**config.mk**
```make
export PLATFORM = sky130hd
export DESIGN_NAME = tile_scroll_wrap_clip
export DESIGN_NICKNAME = d
export VERILOG_FILES = /design/src/design/tswc_pkg.sv /design/src/design/tswc_cfg.sv /design/src/design/tswc_wrap.sv /design/src/design/tswc_clip.sv /design/src/design/tile_scroll_wrap_clip.sv
export VERILOG_INCLUDE_DIRS = /design/src /design/src/design
export SDC_FILE = /design/constraint.sdc
export NUM_CORES = 1
export LEC_CHECK = 0
export BUFFER_PORTS_ARGS = -buffer_cell sky130_fd_sc_hd__buf_4
export CAP_MARGIN = 20
export CORE_MARGIN = 1.5
export CORE_UTILIZATION = 45
export DETAILED_ROUTE_END_ITERATION = 16
export SLEW_MARGIN = 10
export SYNTH_ARGS = -nofsm -noshare
export SYNTH_HDL_FRONTEND = slang
export SYNTH_SLANG_ARGS = --single-unit
```
**constraint.sdc**
```tcl
create_clock -name clock -period 6.85 [get_ports clock]
set_clock_uncertainty 0.1 [all_clocks]
set_input_delay 0 -clock clock [delete_from_list [all_inputs] [get_ports clock]]
set_output_delay 0 -clock clock [all_outputs]
set_load 0.01 [all_outputs]
```
**src/design/tile_scroll_wrap_clip_defines.svh**
```systemverilog
`ifndef TILE_SCROLL_WRAP_CLIP_DEFINES_SVH
`define TILE_SCROLL_WRAP_CLIP_DEFINES_SVH

// checked while out of reset
`define TSWC_ASSERT_RST(lbl, prop, msg) \
   lbl: assert property (@(posedge clock) disable iff (reset) prop) else $error(msg);

// checked on every edge, reset included
`define TSWC_ASSERT(lbl, prop, msg) \
   lbl: assert property (@(posedge clock) prop) else $error(msg);

`endif

```
**src/design/tswc_pkg.sv**
```systemverilog
`timescale 1ns / 1ps

package tswc_pkg;

   localparam int TILE_WIDTH  = 16;
   localparam int TILE_HEIGHT = 16;
   localparam int MAP_COLS    = 26;
   localparam int MAP_ROWS    = 20;

   localparam int PLANE_W = MAP_COLS * TILE_WIDTH;
   localparam int PLANE_H = MAP_ROWS * TILE_HEIGHT;
   localparam int PLANE_MAX = (PLANE_W > PLANE_H) ? PLANE_W : PLANE_H;
   localparam int TILE_MAX  = (TILE_WIDTH > TILE_HEIGHT) ? TILE_WIDTH : TILE_HEIGHT;

   localparam int IDX_W    = 5;
   localparam int SCROLL_W = 16;
   localparam int CFG_W    = 10;
   localparam int DEST_W   = 11;
   localparam int SRC_W    = 4;
   localparam int SIZE_W   = 5;
   localparam int ADDR_W   = 3;

   // signed offset width: idx*tile - scroll, and the biased value for the modulo
   localparam int MW = 18;

   // bias that makes any offset positive before the modulo
   localparam int KP_X = ((2 ** (MW - 1) + PLANE_W - 1) / PLANE_W) * PLANE_W;
   localparam int KP_Y = ((2 ** (MW - 1) + PLANE_H - 1) / PLANE_H) * PLANE_H;

   // floor(2^MW / P): quotient is exact or one low
   localparam int RECIP_X = (2 ** MW) / PLANE_W;
   localparam int RECIP_Y = (2 ** MW) / PLANE_H;
   localparam int RECIP_MAX = (RECIP_X > RECIP_Y) ? RECIP_X : RECIP_Y;

   localparam int TW = $clog2(TILE_MAX + 1);
   localparam int PW = $clog2(PLANE_MAX + 1);
   localparam int RW = $clog2(RECIP_MAX + 1);
   localparam int BW = $clog2(2 ** CFG_W + PLANE_MAX);
   localparam int DW = BW + 2;

   localparam int REQ_FIELDS_W = 2 * IDX_W + 2 * SCROLL_W;
   localparam int RSP_FIELDS_W = 2 + 2 * DEST_W + 2 * SRC_W + 2 * SIZE_W;
   localparam int REQ_DATA_W   = ((REQ_FIELDS_W + 7) / 8) * 8;
   localparam int RSP_DATA_W   = ((RSP_FIELDS_W + 7) / 8) * 8;

   typedef enum logic [ADDR_W-1:0] {
      REG_ORIGIN_X = 3'd0,
      REG_ORIGIN_Y = 3'd1,
      REG_CLIP_L   = 3'd2,
      REG_CLIP_T   = 3'd3,
      REG_CLIP_W   = 3'd4,
      REG_CLIP_H   = 3'd5
   } reg_index_type;

   typedef struct packed {
      logic [TW-1:0] tile;
      logic [PW-1:0] plane;
      logic [MW-1:0] kp;
      logic [RW-1:0] recip;
   } axis_const_type;

   localparam axis_const_type AXIS_X = '{
      tile: TW'(TILE_WIDTH), plane: PW'(PLANE_W), kp: MW'(KP_X), recip: RW'(RECIP_X)};
   localparam axis_const_type AXIS_Y = '{
      tile: TW'(TILE_HEIGHT), plane: PW'(PLANE_H), kp: MW'(KP_Y), recip: RW'(RECIP_Y)};

   typedef struct packed {
      logic [CFG_W-1:0] base_x;
      logic [CFG_W-1:0] base_y;
      logic [BW-1:0]    lo_x;
      logic [BW-1:0]    hi_x;
      logic [BW-1:0]    lo_y;
      logic [BW-1:0]    hi_y;
   } bounds_type;

   typedef struct packed {
      logic s1;
      logic s2;
      logic s3;
      logic s4;
      logic s5;
   } stage_en_type;

endpackage

```
**src/design/tswc_cfg.sv**
```systemverilog
`timescale 1ns / 1ps

module tswc_cfg import tswc_pkg::*; (
   input  logic              clock,
   input  logic              reset,
   input  logic              csr_wen,
   input  logic [ADDR_W-1:0] csr_addr,
   input  logic [CFG_W-1:0]  csr_wdata,
   output bounds_type        bounds
);

   logic [CFG_W-1:0] base_x_ff, base_y_ff, clip_l_ff, clip_t_ff, clip_w_ff, clip_h_ff;
   bounds_type       bounds_ff, bounds_in;
   logic             clip_on;
   logic [BW-1:0]    plane_hi_x, plane_hi_y, clip_hi_x, clip_hi_y;

   always_ff @(posedge clock) begin
      if (reset) begin
         base_x_ff <= '0;
         base_y_ff <= '0;
         clip_l_ff <= '0;
         clip_t_ff <= '0;
         clip_w_ff <= '0;
         clip_h_ff <= '0;
      end else if (csr_wen) begin
         unique case (csr_addr)
            REG_ORIGIN_X: base_x_ff <= csr_wdata;
            REG_ORIGIN_Y: base_y_ff <= csr_wdata;
            REG_CLIP_L:   clip_l_ff <= csr_wdata;
            REG_CLIP_T:   clip_t_ff <= csr_wdata;
            REG_CLIP_W:   clip_w_ff <= csr_wdata;
            REG_CLIP_H:   clip_h_ff <= csr_wdata;
            default: ;
         endcase
      end
   end

   always_comb begin
      clip_on    = (clip_w_ff != '0) && (clip_h_ff != '0);
      plane_hi_x = BW'(base_x_ff) + BW'(PLANE_W);
      plane_hi_y = BW'(base_y_ff) + BW'(PLANE_H);
      clip_hi_x  = BW'(clip_l_ff) + BW'(clip_w_ff);
      clip_hi_y  = BW'(clip_t_ff) + BW'(clip_h_ff);

      bounds_in.base_x = base_x_ff;
      bounds_in.base_y = base_y_ff;
      bounds_in.lo_x = (clip_on && clip_l_ff > base_x_ff) ? BW'(clip_l_ff) : BW'(base_x_ff);
      bounds_in.lo_y = (clip_on && clip_t_ff > base_y_ff) ? BW'(clip_t_ff) : BW'(base_y_ff);
      bounds_in.hi_x = (clip_on && clip_hi_x < plane_hi_x) ? clip_hi_x : plane_hi_x;
      bounds_in.hi_y = (clip_on && clip_hi_y < plane_hi_y) ? clip_hi_y : plane_hi_y;
   end

   always_ff @(posedge clock) begin
      bounds_ff <= bounds_in;
   end

   assign bounds = bounds_ff;

endmodule

```
**src/design/tswc_wrap.sv**
```systemverilog
`timescale 1ns / 1ps

module tswc_wrap import tswc_pkg::*; (
   input  logic                       clock,
   input  stage_en_type               en,
   input  axis_const_type             k,
   input  logic [IDX_W-1:0]           idx,
   input  logic signed [SCROLL_W-1:0] scroll,
   input  logic [CFG_W-1:0]           origin,
   output logic signed [DW-1:0]       pos
);

   // s1: raw offset and biased modulo operand
   logic signed [MW-1:0] m_in, m1_ff, m2_ff, ma;
   logic                 big_in, neg_in, big1_ff, neg1_ff, big2_ff, neg2_ff;
   logic [MW-1:0]        x_in, x1_ff, x2_ff;
   // s2: quotient estimate
   logic [MW+RW-1:0]     prod;
   logic [RW-1:0]        q_in, q_ff;
   // s3: remainder and wrap select
   logic [MW-1:0]        qp, r0, rs;
   logic signed [MW-1:0] mw_in, mw_ff;
   // s4: screen position
   logic signed [DW-1:0] pos_in, pos_ff;

   always_comb begin
      m_in   = $signed(MW'(idx) * MW'(k.tile)) - MW'(scroll);
      big_in = m_in >= $signed(MW'(k.plane));
      neg_in = m_in < -$signed(MW'(k.tile));
      ma     = big_in ? m_in : m_in + $signed(MW'(k.tile));
      x_in   = MW'(ma) + k.kp;
   end

   always_ff @(posedge clock) begin
      if (en.s1) begin
         m1_ff   <= m_in;
         big1_ff <= big_in;
         neg1_ff <= neg_in;
         x1_ff   <= x_in;
      end
   end

   always_comb begin
      prod = (MW+RW)'(x1_ff) * (MW+RW)'(k.recip);
      q_in = prod[MW+RW-1:MW];
   end

   always_ff @(posedge clock) begin
      if (en.s2) begin
         q_ff    <= q_in;
         m2_ff   <= m1_ff;
         big2_ff <= big1_ff;
         neg2_ff <= neg1_ff;
         x2_ff   <= x1_ff;
      end
   end

   always_comb begin
      qp = MW'(q_ff) * MW'(k.plane);
      r0 = x2_ff - qp;
      rs = (r0 >= MW'(k.plane)) ? r0 - MW'(k.plane) : r0;
      priority if (big2_ff) mw_in = $signed(rs);
      else if (neg2_ff)     mw_in = $signed(rs) - $signed(MW'(k.tile));
      else                  mw_in = m2_ff;
   end

   always_ff @(posedge clock) begin
      if (en.s3) begin
         mw_ff <= mw_in;
      end
   end

   assign pos_in = $signed(DW'(origin)) + DW'(mw_ff);

   always_ff @(posedge clock) begin
      if (en.s4) begin
         pos_ff <= pos_in;
      end
   end

   assign pos = pos_ff;

endmodule

```
**src/design/tswc_clip.sv**
```systemverilog
`timescale 1ns / 1ps

module tswc_clip import tswc_pkg::*; (
   input  logic                 clock,
   input  logic                 en,
   input  logic signed [DW-1:0] pos,
   input  logic [TW-1:0]        tile,
   input  logic [BW-1:0]        lo,
   input  logic [BW-1:0]        hi,
   output logic                 drawn,
   output logic                 full,
   output logic [DEST_W-1:0]    dst,
   output logic [SRC_W-1:0]     src,
   output logic [SIZE_W-1:0]    size
);

   logic signed [DW-1:0] lo_s, hi_s, t_s, s, d1, w;
   logic                 under;
   logic                 drawn_ff, full_ff;
   logic [DEST_W-1:0]    dst_ff;
   logic [SRC_W-1:0]     src_ff;
   logic [SIZE_W-1:0]    size_ff;

   // dst + clipped width ends at pos + tile, or at hi when pos + tile passes hi
   always_comb begin
      lo_s  = $signed(DW'(lo));
      hi_s  = $signed(DW'(hi));
      t_s   = $signed(DW'(tile));
      under = pos < lo_s;
      s     = under ? lo_s - pos : '0;
      d1    = under ? lo_s : pos;
      w     = (pos + t_s > hi_s) ? hi_s - d1 : t_s - s;
   end

   always_ff @(posedge clock) begin
      if (en) begin
         drawn_ff <= w > 0;
         full_ff  <= (s == '0) && (w == t_s);
         dst_ff   <= d1[DEST_W-1:0];
         src_ff   <= s[SRC_W-1:0];
         size_ff  <= w[SIZE_W-1:0];
      end
   end

   assign drawn = drawn_ff;
   assign full  = full_ff;
   assign dst   = dst_ff;
   assign src   = src_ff;
   assign size  = size_ff;

endmodule

```
**src/design/tile_scroll_wrap_clip.sv**
```systemverilog
`timescale 1ns / 1ps
`include "tile_scroll_wrap_clip_defines.svh"

// channel | ports          | fields, low bit first
// --------+----------------+---------------------------------------------------------
// req     | req_tdata[47:0]| tile_col 5, tile_row 5, scroll_horiz 16, scroll_vert 16
// rsp     | rsp_tdata[47:0]| visible 1, dest_x 11, dest_y 11, src_x 4, src_y 4,
//         |                | src_w 5, src_h 5, partial 1
// csr     | csr_wen/addr   | write only, index 0..5, 10-bit data
//
// One beat per cycle while rsp_tready does not stall the pipeline.
// Stages: offset, reciprocal multiply, remainder/wrap, origin add, clip.
// Synchronous active-high reset empties the pipeline and zeroes the csr registers.
// Each stage holds on stall unless the one after it is empty; bubbles close up.

module tile_scroll_wrap_clip import tswc_pkg::*; (
   input  logic                  clock,
   input  logic                  reset,
   input  logic                  req_tvalid,
   output logic                  req_tready,
   input  logic [REQ_DATA_W-1:0] req_tdata,  // tile_col, tile_row, scroll_horiz, scroll_vert
   output logic                  rsp_tvalid,
   input  logic                  rsp_tready,
   output logic [RSP_DATA_W-1:0] rsp_tdata,  // visible, dest_x, dest_y, src_x, src_y,
                                             // src_w, src_h, partial
   input  logic                  csr_wen,
   input  logic [ADDR_W-1:0]     csr_addr,
   input  logic [CFG_W-1:0]      csr_wdata
);

   logic [4:0]                  valid_ff, valid_in;
   stage_en_type                en;
   bounds_type                  bounds;
   logic [IDX_W-1:0]            tile_col, tile_row;
   logic signed [SCROLL_W-1:0]  scroll_horiz, scroll_vert;
   logic signed [DW-1:0]        pos_x, pos_y;
   logic                        drawn_x, drawn_y, full_x, full_y, visible, partial;
   logic [DEST_W-1:0]           dst_x, dst_y, dest_x, dest_y;
   logic [SRC_W-1:0]            sx, sy, src_x, src_y;
   logic [SIZE_W-1:0]           sw, sh, src_w, src_h;
   logic                        whole_tile;

   assign tile_col     = req_tdata[IDX_W-1:0];
   assign tile_row     = req_tdata[2*IDX_W-1:IDX_W];
   assign scroll_horiz = $signed(req_tdata[2*IDX_W+SCROLL_W-1:2*IDX_W]);
   assign scroll_vert  = $signed(req_tdata[2*IDX_W+2*SCROLL_W-1:2*IDX_W+SCROLL_W]);

   always_comb begin
      en.s5 = !valid_ff[4] || rsp_tready;
      en.s4 = !valid_ff[3] || en.s5;
      en.s3 = !valid_ff[2] || en.s4;
      en.s2 = !valid_ff[1] || en.s3;
      en.s1 = !valid_ff[0] || en.s2;
      valid_in[0] = en.s1 ? req_tvalid  : valid_ff[0];
      valid_in[1] = en.s2 ? valid_ff[0] : valid_ff[1];
      valid_in[2] = en.s3 ? valid_ff[1] : valid_ff[2];
      valid_in[3] = en.s4 ? valid_ff[2] : valid_ff[3];
      valid_in[4] = en.s5 ? valid_ff[3] : valid_ff[4];
   end

   always_ff @(posedge clock) begin
      if (reset) begin
         valid_ff <= '0;
      end else begin
         valid_ff <= valid_in;
      end
   end

   assign req_tready = en.s1;
   assign rsp_tvalid = valid_ff[4];

   tswc_cfg u_cfg (
      .clock     (clock),
      .reset     (reset),
      .csr_wen   (csr_wen),
      .csr_addr  (csr_addr),
      .csr_wdata (csr_wdata),
      .bounds    (bounds)
   );

   tswc_wrap u_wrap_x (
      .clock  (clock),
      .en     (en),
      .k      (AXIS_X),
      .idx    (tile_col),
      .scroll (scroll_horiz),
      .origin (bounds.base_x),
      .pos    (pos_x)
   );

   tswc_wrap u_wrap_y (
      .clock  (clock),
      .en     (en),
      .k      (AXIS_Y),
      .idx    (tile_row),
      .scroll (scroll_vert),
      .origin (bounds.base_y),
      .pos    (pos_y)
   );

   tswc_clip u_clip_x (
      .clock (clock),
      .en    (en.s5),
      .pos   (pos_x),
      .tile  (AXIS_X.tile),
      .lo    (bounds.lo_x),
      .hi    (bounds.hi_x),
      .drawn (drawn_x),
      .full  (full_x),
      .dst   (dst_x),
      .src   (sx),
      .size  (sw)
   );

   tswc_clip u_clip_y (
      .clock (clock),
      .en    (en.s5),
      .pos   (pos_y),
      .tile  (AXIS_Y.tile),
      .lo    (bounds.lo_y),
      .hi    (bounds.hi_y),
      .drawn (drawn_y),
      .full  (full_y),
      .dst   (dst_y),
      .src   (sy),
      .size  (sh)
   );

   // everything but visible reads zero when nothing is drawn
   always_comb begin
      visible = drawn_x && drawn_y;
      dest_x  = visible ? dst_x : '0;
      dest_y  = visible ? dst_y : '0;
      src_x   = visible ? sx : '0;
      src_y   = visible ? sy : '0;
      src_w   = visible ? sw : '0;
      src_h   = visible ? sh : '0;
      partial = visible && !(full_x && full_y);
   end

   assign rsp_tdata = {(RSP_DATA_W-RSP_FIELDS_W)'(0), partial, src_h, src_w, src_y, src_x,
                       dest_y, dest_x, visible};

   assign whole_tile = src_w == SIZE_W'(TILE_WIDTH) && src_h == SIZE_W'(TILE_HEIGHT)
                       && src_x == '0 && src_y == '0;

   `TSWC_ASSERT_RST(a_hidden_zero, rsp_tvalid && !visible |-> rsp_tdata == '0, "hidden data")
   `TSWC_ASSERT_RST(a_whole_tile, rsp_tvalid && visible && !partial |-> whole_tile, "whole tile")
   `TSWC_ASSERT(a_reset_empty, $past(reset) |-> !rsp_tvalid, "output valid after reset")

endmodule

```
==> flow_metrics.env, run 1 <==
export IMPL_antenna_found_initial=1
export IMPL_async_reset_ff_frac=0
export IMPL_overflow=0
export IMPL_setup_viol=0
export IMPL_die_h_um=259
export IMPL_fmax_mhz=157
export IMPL_clk_latency_ns=0.57
export IMPL_start_util=0.457
export IMPL_place_congestion=0.886
export IMPL_vias=22000
export IMPL_worst_r2r_setup_slack_ns=0.49
export IMPL_cp_top_family="adder cells"
export IMPL_grt_pass1_wl_um=115000
export IMPL_cts_path_max_buffers=3
export IMPL_tightestPinTransition_ns=0.999
export IMPL_grt_max_degree=79
export IMPL_antenna_left=0
export IMPL_postCtsSetupRepairBufs=0
export IMPL_cts_root_buffer="clkbuf_16"
export IMPL_tns_ns=0
export IMPL_drive_above_1_share=0.0847
export IMPL_synth_seq_cells=359
export IMPL_synth_edf_count=232
export IMPL_dr_pass1_iters=5
export IMPL_reg2reg_from="u_wrap_y.x1_ff[5]"
export IMPL_drc_errors=0
export IMPL_layout_nets=3812
export IMPL_cp_end_kind="register"
export IMPL_synth_area_per_cell_um2=9.66
export IMPL_finalCritPeriodShare=0.928
export IMPL_grt_pass1_vias=22500
export IMPL_worstPathRequired_ns=7.05
export IMPL_worstPathArrival_ns=6.55
export IMPL_io_pins=116
export IMPL_whs_endpoint="u_wrap_y.x1_ff[16]"
export IMPL_min_from="req_tdata[41]"
export IMPL_slew_headroom=0.332
export IMPL_dieWidth_um=259
export IMPL_rows=93
export IMPL_cts_buffers=41
export IMPL_synth_seq_area_share=0.322
export IMPL_hold_depth=5
export IMPL_register_area_um2=9510
export IMPL_timing_rr_end="u_wrap_y.q_ff[9]"
export IMPL_slowest_delay_ns=0.57
export IMPL_timing_final_hold_violations=0
export IMPL_cts_sinks=359
export IMPL_crit_fanout=5
export IMPL_fillers=5869
export IMPL_status="complete, no violations"
export IMPL_utilization=0.514
export IMPL_worstRegToRegCells=19
export IMPL_crit_buf_inv=3
export IMPL_crit_path_frequent_cell="fa_1"
export IMPL_viasPerCell=5.37
export IMPL_cts_htree_levels=2
export IMPL_drv_cap=0
export IMPL_dpl_hpwl_um=56700
export IMPL_slowest_stage="fa_1"
export IMPL_setup_worst_path_start_class="register"
export IMPL_crit_chain="ha_1 -> inv_1 -> fa_1 -> inv_1 -> fa_1 -> fa_1 -> fa_1 -> ha_1 -> a21o_1 -> a2111oi_0 -> nor4b_1 -> a2111oi_0 -> o31ai_1 -> nor2_1 -> a2111oi_0 -> buf_4 -> o21bai_1 -> a21oi_1 -> xnor2_1"
export IMPL_critPathKind="reg -> reg"
export IMPL_synth_flop_cell="edfxtp_1"
export IMPL_track_usage=0.212
export IMPL_yosysUniqueCellTypes=91
export IMPL_fin_crit_ns=6.36
export IMPL_io_buffers=103
export IMPL_routedWlPerCell_um=17.2
export IMPL_synthCells=3054
export IMPL_yosys_warnings=0
export IMPL_initialDrtViolationCount=1147
export IMPL_cts_tree="yes"
export IMPL_die_area_um2=67100
export IMPL_drv_slew=0
export IMPL_final_common_cell="inv_1"
export IMPL_rsz0062_at_grt="no"
export IMPL_path_clk_slew_ns=0.06
export IMPL_areaGrowthSynthToFinish_pct=12.6
export IMPL_hold_path_class="in -> reg"
export IMPL_netlist_area_um2=29500
export IMPL_core_um2=64600
export IMPL_multiInputGateArea_um2=18100
export IMPL_routed_wl_um=70300
export IMPL_final_cell_mix="417 x inv_1, 415 x ha_1, 260 x nand2_1"
==> layout make-up <==
cell class / count / area share
Antenna cell: 1 / 0.0000754
Clock buffer: 47 / 0.0341
Clock inverter: 29 / 0.00904
Inverter: 418 / 0.0473
Multi-Input combinational cell: 2205 / 0.546
Sequential cell: 359 / 0.286
Tap cell: 855 / 0.0322
Timing Repair Buffer: 176 / 0.0448
==> state kept, by name, indices dropped and copies added (netlist names), 10 cells and up <==
register / count
u_wrap_x.pos: 13
u_cfg.clip_l_ff: 10
u_clip_x.dst: 11
u_cfg.clip_w_ff: 10
u_cfg.base_y_ff: 10
u_cfg.clip_h_ff: 10
u_cfg.clip_t_ff: 10
u_wrap_x.x2_ff: 18
u_cfg.bounds: 62
u_wrap_x.mw_ff: 13
u_wrap_y.x1_ff: 18
u_wrap_y.mw_ff: 13
u_wrap_x.x1_ff: 18
u_wrap_y.x2_ff: 18
u_clip_y.dst: 11
u_wrap_x.q_ff: 10
u_wrap_y.q_ff: 10
u_wrap_y.pos: 13
u_cfg.base_x_ff: 10
==> routing by layer <==
metal	up-vias	GRT usage	routed length, µm
met2	393	0.378	34400
met4	0	0.0577	1700
li1	11000	-	-
met5	-	0	0
met1	10500	0.269	31800
met3	98	0.0262	2370
==> cells in the mapped netlist, types with 10 or more instances <==
cell,count,area [µm²]
nand2b_1,39,244
o31ai_1,11,82.6
xnor2_1,130,1140
nor2b_1,43,269
nand4_1,20,125
a21oi_1,195,976
nor2_1,121,454
a31oi_1,17,106
and2_1,17,106
nor3_1,55,275
nand2_1,261,980
or3_1,16,100
dfxtp_1,127,2540
and3_1,55,344
nor4_1,20,125
o21ai_0,127,636
or4_1,10,75.1
mux2_2,36,405
xor2_1,61,534
edfxtp_1,232,6970
clkbuf_1,62,233
a21boi_0,20,150
mux2i_1,23,230
o21a_1,48,360
fa_1,130,2600
ha_1,415,5190
inv_1,417,1570
a21o_1,48,360
or2_2,14,87.6
o211ai_1,13,97.6
a2111oi_0,15,131
o21bai_1,20,150
nand3_1,60,300
==> worst max path at each step <==
stage / from / endpoint / cells past startpoint
6_report: u_wrap_y.x1_ff[5] / u_wrap_y.q_ff[9] / 19
5_1_grt: u_cfg.bounds[34] / u_clip_x.full / 29
4_1_cts: u_wrap_y.x1_ff[5] / u_wrap_y.q_ff[9] / 19
3_5_place_dp: u_wrap_y.x1_ff[5] / u_wrap_y.q_ff[9] / 19
3_3_place_gp: u_wrap_y.x1_ff[5] / u_wrap_y.q_ff[9] / 19
2_1_floorplan: u_wrap_y.x1_ff[4] / u_wrap_y.q_ff[9] / 18
==> what timing repair did <==
action / in CTS / in global routing
gates resized for setup: 0 / 1
setup endpoints to repair: 0 / 2
endpoints found under the hold margin: 100 / 0
hold buffers: 59 / 0
==> metrics by stage <==
step / setup WS, ns / area [µm²] / cells / hold WS [ns]
after floorplan: 0.788 / 29500 / 3059 / -0.00113
after global routing: 0.00319 / 33200 / 4090 / 0.0871
after global placement: 0.509 / 31200 / 3953 / 0.129
after CTS: 0.401 / 33200 / 4088 / 0.0298
final: 0.493 / 33200 / 4090 / 0.0600
after detailed placement: 0.445 / 31200 / 3953 / 0.132
==> tightest hold or removal path: stages <==
cell	delay [ns]
buf_4	0.07
inv_1	0.07
xnor2_1	0.18
a21oi_1	0.06
a31oi_1	0.20
==> kinds of logic after synthesis <==
kind of cell | count (synthesis) | synth area share
simple gates | 781 | 0.134
buf+inv | 495 | 0.0645
flops | 359 | 0.322
other cells | 1 | 0.000127
fa+ha+maj | 545 | 0.264
xor+xnor | 192 | 0.0573
mux | 60 | 0.0219
compound gates | 621 | 0.136
Power of run 1 is left out: the tool's default activity adds up to more than one toggle a clock period on the data nets, which glitch-free logic cannot reach.
==> inputs of run 2 (changes only) <==
--- a/config.mk
+++ b/config.mk
@@ -11,6 +11,7 @@
 export CORE_MARGIN = 1.5
 export CORE_UTILIZATION = 45
 export DETAILED_ROUTE_END_ITERATION = 16
+export MAX_ROUTING_LAYER = met4
 export SLEW_MARGIN = 10
 export SYNTH_ARGS = -nofsm -noshare
 export SYNTH_HDL_FRONTEND = slang
==> flow_metrics.env, run 2 (synthesis results as in run 1) <==
export IMPL_vias=22000
export IMPL_core_um2=64600
export IMPL_antenna_left=0
export IMPL_register_area_um2=9510
export IMPL_place_congestion=0.929
export IMPL_io_pins=116
export IMPL_rows=93
export IMPL_viasPerCell=5.38
export IMPL_cp_end_kind="register"
export IMPL_start_util=0.457
export IMPL_cts_root_buffer="clkbuf_16"
export IMPL_hold_path_class="in -> reg"
export IMPL_cts_buffers=42
export IMPL_crit_buf_inv=0
export IMPL_reg2reg_from="u_wrap_x.q_ff[1]"
export IMPL_tightestPinTransition_ns=1.01
export IMPL_worstPathArrival_ns=6.66
export IMPL_track_usage=0.218
export IMPL_routed_wl_um=71000
export IMPL_fin_crit_ns=6.37
export IMPL_grt_pass1_vias=21900
export IMPL_slowest_delay_ns=0.52
export IMPL_worstRegToRegCells=24
export IMPL_status="complete, no violations"
export IMPL_slowest_stage="fa_1"
export IMPL_final_common_cell="inv_1"
export IMPL_fillers=5859
export IMPL_die_h_um=259
export IMPL_tns_ns=0
export IMPL_cp_top_family="adder cells"
export IMPL_whs_endpoint="u_wrap_y.x1_ff[16]"
export IMPL_worst_r2r_setup_slack_ns=0.48
export IMPL_hold_depth=5
export IMPL_areaGrowthSynthToFinish_pct=12.5
export IMPL_grt_pass1_wl_um=113000
export IMPL_setup_worst_path_start_class="register"
export IMPL_cts_htree_levels=2
export IMPL_startpoint="u_wrap_x.q_ff[1]"
export IMPL_worstPathRequired_ns=7.14
export IMPL_overflow=0
export IMPL_dpl_hpwl_um=57500
export IMPL_routedWlPerCell_um=17.3
export IMPL_cts_sinks=359
export IMPL_critPathKind="reg -> reg"
export IMPL_multiInputGateArea_um2=18200
export IMPL_initialDrtViolationCount=1125
export IMPL_dieWidth_um=259
export IMPL_timing_rr_end="u_wrap_x.mw_ff[12]"
export IMPL_drive_above_1_share=0.0840
export IMPL_largest_reg_flops=62
export IMPL_drv_cap=0
export IMPL_slew_headroom=0.326
export IMPL_drv_slew=0
export IMPL_crit_fanout=7
export IMPL_dr_pass1_iters=5
export IMPL_rsz0062_at_grt="no"
export IMPL_final_cell_mix="417 x inv_1, 414 x ha_1, 260 x nand2_1"
export IMPL_io_buffers=103
export IMPL_timing_final_hold_violations=0
export IMPL_drc_errors=0
export IMPL_cts_path_max_buffers=3
export IMPL_die_area_um2=67100
export IMPL_cts_tree="yes"
export IMPL_antenna_found_initial=2
export IMPL_crit_chain="ha_1 -> fa_1 -> fa_1 -> a21o_1 -> a21oi_1 -> o21bai_1 -> a21oi_1 -> o21bai_1 -> a21oi_1 -> xor2_1 -> ha_1 -> nand2_1 -> o211ai_1 -> o221ai_1 -> a311oi_1 -> nand4_1 -> nor2_1 -> xnor2_1 -> ha_1 -> nand2_1 -> mux2i_2 -> nor4bb_2 -> mux2_2 -> a221oi_1"
export IMPL_fmax_mhz=157
export IMPL_path_clk_slew_ns=0.06
export IMPL_layout_nets=3817
export IMPL_setup_viol=0
export IMPL_min_from="req_tdata[41]"
export IMPL_grt_max_degree=79
export IMPL_clk_latency_ns=0.57
export IMPL_finalCritPeriodShare=0.931
## run 2: cell types whose count changed in the layout (fill, tap and decap cells not counted), sizes merged
cell and change:
clkbuf +5, dlygate4sd3 +4, inv -4, bufinv -2, clkinv +2, clkinvlp -1, diode +1
## run 2: layout make-up
class                   instances  share of cell area
well taps                     855              0.0322
inverters                     418              0.0473
clock inverters                24             0.00603
repair buffers                180              0.0461
flip-flops and latches        359               0.286
multi-input cells            2205               0.547
diodes                          2            0.000151
clock buffers                  52              0.0350
## run 2: tightest hold or removal path, cell delays in order
cell and delay [ns]:
buf_4 0.07, inv_1 0.08, xnor2_1 0.18, a21oi_1 0.05, a31oi_1 0.19
## run 2: worst max-delay path by stage
stage / endpoint / slack [ns] / depth (start not counted)
5_1_grt: u_clip_x.full / 0.003 / 29
2_1_floorplan: u_wrap_y.q_ff[9] / 0.79 / 18
4_1_cts: u_wrap_y.q_ff[9] / 0.28 / 19
3_3_place_gp: u_wrap_y.q_ff[9] / 0.49 / 19
6_report: u_wrap_x.mw_ff[12] / 0.48 / 24
3_5_place_dp: u_wrap_y.q_ff[9] / 0.31 / 19
## run 2: metal layers
layer,global-route usage,part of all wire,routed length (µm),vias to the layer above
met3,0.0298,0.042,2990,120
met5,-,0,0,-
met1,0.267,0.45,31700,10400
li1,-,-,-,11000
met2,0.373,0.49,34500,485
met4,0.0642,0.026,1860,0
## run 2: timing repair
item / 4_1_cts / 5_1_grt
setup buffers: 0 / 1
endpoints found under the setup margin: 0 / 5
endpoints found under the hold margin: 99 / 0
resized for setup: 0 / 4
hold buffers: 63 / 0
## run 2: through the flow
step	hold slack, ns	setup slack (ns)	area, µm²	instances	util
final	0.0380	0.476	33200	4095	0.514
after detailed placement	0.130	0.306	31200	3953	0.483
after global placement	0.128	0.492	31100	3952	0.482
after CTS	0.0180	0.278	33200	4092	0.514
after floorplan	-0.00113	0.788	29500	3059	-
after global routing	0.0657	0.00340	33200	4095	0.514
Power of run 2 is left out for the same reason.
==> inputs of run 3 (changes only) <==
--- a/config.mk
+++ b/config.mk
@@ -12,7 +12,9 @@
 export CORE_UTILIZATION = 45
 export DETAILED_ROUTE_END_ITERATION = 16
 export MAX_ROUTING_LAYER = met4
+export RECOVER_POWER = 50
 export SLEW_MARGIN = 10
 export SYNTH_ARGS = -nofsm -noshare
 export SYNTH_HDL_FRONTEND = slang
 export SYNTH_SLANG_ARGS = --single-unit
+export TNS_END_PERCENT = 100
==> constraint.sdc (replaced) <==
create_clock -name clock -period 6.85 [get_ports clock]
set_clock_uncertainty 0.1 [all_clocks]
set_input_delay 1.37 -clock clock [delete_from_list [all_inputs] [get_ports clock]]
set_output_delay 1.37 -clock clock [all_outputs]
set_load 0.01 [all_outputs]
==> flow_metrics.env, run 3 (synthesis results as in run 1) <==
export IMPL_status="finished with violations"
export IMPL_violations="max-capacitance violations, max-slew violations"
export IMPL_die_h_um=259
export IMPL_slowest_stage="fa_1"
export IMPL_cts_htree_levels=2
export IMPL_whs_endpoint="u_cfg.bounds[63]"
export IMPL_fmax_mhz=157
export IMPL_layout_setup_ws_ns=0.471
export IMPL_placed_area_um2=31200
export IMPL_antenna_left=0
export IMPL_path_clk_slew_ns=0.06
export IMPL_viasPerCell=5.38
export IMPL_grt_max_degree=79
export IMPL_drc_errors=0
export IMPL_cts_root_buffer="clkbuf_16"
export IMPL_hold_depth=0
export IMPL_finalCritPeriodShare=0.931
export IMPL_core_um2=64600
export IMPL_cts_tree="yes"
export IMPL_min_from="u_cfg.base_x_ff[9]"
export IMPL_cp_end_kind="register"
export IMPL_layout_nets=3760
export IMPL_grt_pass1_vias=21800
export IMPL_io_pins=116
export IMPL_crit_fanout=7
export IMPL_areaGrowthSynthToFinish_pct=10.4
export IMPL_worstRegToRegCells=24
export IMPL_rsz0062_at_grt="no"
export IMPL_antenna_found_initial=1
export IMPL_timing_rr_end="u_wrap_x.mw_ff[12]"
export IMPL_place_congestion=0.928
export IMPL_start_util=0.457
export IMPL_final_cell_mix="417 x inv_1, 414 x ha_1, 260 x nand2_1"
export IMPL_dp_worst_setup_slack_ns=0.318
export IMPL_slew_headroom=-0.467
export IMPL_routed_wl_um=68800
export IMPL_fin_crit_ns=6.38
export IMPL_die_area_um2=67100
export IMPL_dieWidth_um=259
export IMPL_multiInputGateArea_um2=18100
export IMPL_drv_cap=1
export IMPL_overflow=0
export IMPL_slowest_delay_ns=0.52
export IMPL_crit_chain="ha_1 -> fa_1 -> fa_1 -> a21o_1 -> a21oi_1 -> o21bai_1 -> a21oi_1 -> o21bai_1 -> a21oi_1 -> xor2_1 -> ha_1 -> nand2_1 -> o211ai_1 -> o221ai_1 -> a311oi_1 -> nand4_1 -> nor2_4 -> xnor2_1 -> ha_2 -> nand2_1 -> mux2i_2 -> nor4bb_2 -> mux2_2 -> a221oi_1"
export IMPL_design_area_um2=32600
export IMPL_tns_ns=0
export IMPL_track_usage=0.213
export IMPL_setup_viol=0
export IMPL_dr_pass1_iters=5
export IMPL_crit_path_frequent_cell="a21oi_1"
export IMPL_io_buffers=103
export IMPL_drive_above_1_share=0.0833
export IMPL_clk_latency_ns=0.57
export IMPL_vias=21700
export IMPL_initialDrtViolationCount=1310
export IMPL_final_common_cell="inv_1"
export IMPL_dpl_hpwl_um=55100
export IMPL_tightestPinTransition_ns=2.20
export IMPL_grt_pass1_wl_um=112000
export IMPL_worstPathRequired_ns=7.11
export IMPL_largest_reg_flops=62
export IMPL_setup_worst_path_start_class="register"
export IMPL_rows=93
export IMPL_cts_sinks=359
export IMPL_register_area_um2=9510
export IMPL_critPathKind="reg -> reg"
export IMPL_cts_path_max_buffers=3
export IMPL_cp_top_family="adder cells"
export IMPL_hold_path_class="reg -> reg"
export IMPL_hold_slack_ns=0.293
export IMPL_routedWlPerCell_um=17.0
export IMPL_worstPathArrival_ns=6.64
export IMPL_worst_r2r_setup_slack_ns=0.47
export IMPL_timing_final_hold_violations=0
export IMPL_crit_buf_inv=0
export IMPL_fillers=5928
export IMPL_cts_buffers=43
export IMPL_reg2reg_from="u_wrap_x.q_ff[1]"
export IMPL_drv_slew=45
-- run 3: metal layers --
metal | up-vias | track usage | share of wire
met1 | 10300 | 0.270 | 0.46
met5 | - | - | 0
met3 | 88 | 0.0239 | 0.037
li1 | 10900 | - | -
met2 | 411 | 0.358 | 0.48
met4 | 0 | 0.0627 | 0.025
-- run 3: repair_timing --
item	CTS	global route
buffers inserted	0	1
resized for setup	0	5
hold buffers	0	0
endpoints found under the setup margin	0	3
-- run 3: how the worst max path moves through the flow --
| stage | start | end | slack (ns) | cells past startpoint |
|---|---|---|---|---|
| after floorplan | u_wrap_y.x1_ff[4] | u_wrap_y.q_ff[9] | 0.79 | 18 |
| after global placement | u_wrap_y.x1_ff[4] | u_wrap_y.q_ff[9] | 0.42 | 19 |
| final | u_wrap_x.q_ff[1] | u_wrap_x.mw_ff[12] | 0.47 | 24 |
| after global routing | u_wrap_x.q_ff[1] | u_wrap_x.mw_ff[12] | 0.02 | 24 |
| after CTS | u_wrap_x.q_ff[1] | u_wrap_x.mw_ff[12] | 0.28 | 24 |
| after detailed placement | u_wrap_x.q_ff[1] | u_wrap_x.mw_ff[12] | 0.32 | 24 |
-- run 3: metrics by stage --
stage,utilization,instances
finish,0.504,4039
CTS,0.505,4035
global placement,0.483,3957
global route,0.504,4038
detailed placement,0.483,3957
floorplan,-,3059
-- run 3: final cells by class --
class | instances | share of cell area
Antenna cell | 2 | 0.000154
Clock buffer | 52 | 0.0357
Clock inverter | 26 | 0.00722
Inverter | 418 | 0.0483
Multi-Input combinational cell | 2205 | 0.557
Sequential cell | 359 | 0.292
Tap cell | 855 | 0.0329
Timing Repair Buffer | 122 | 0.0271
Power of run 3 is left out for the same reason.
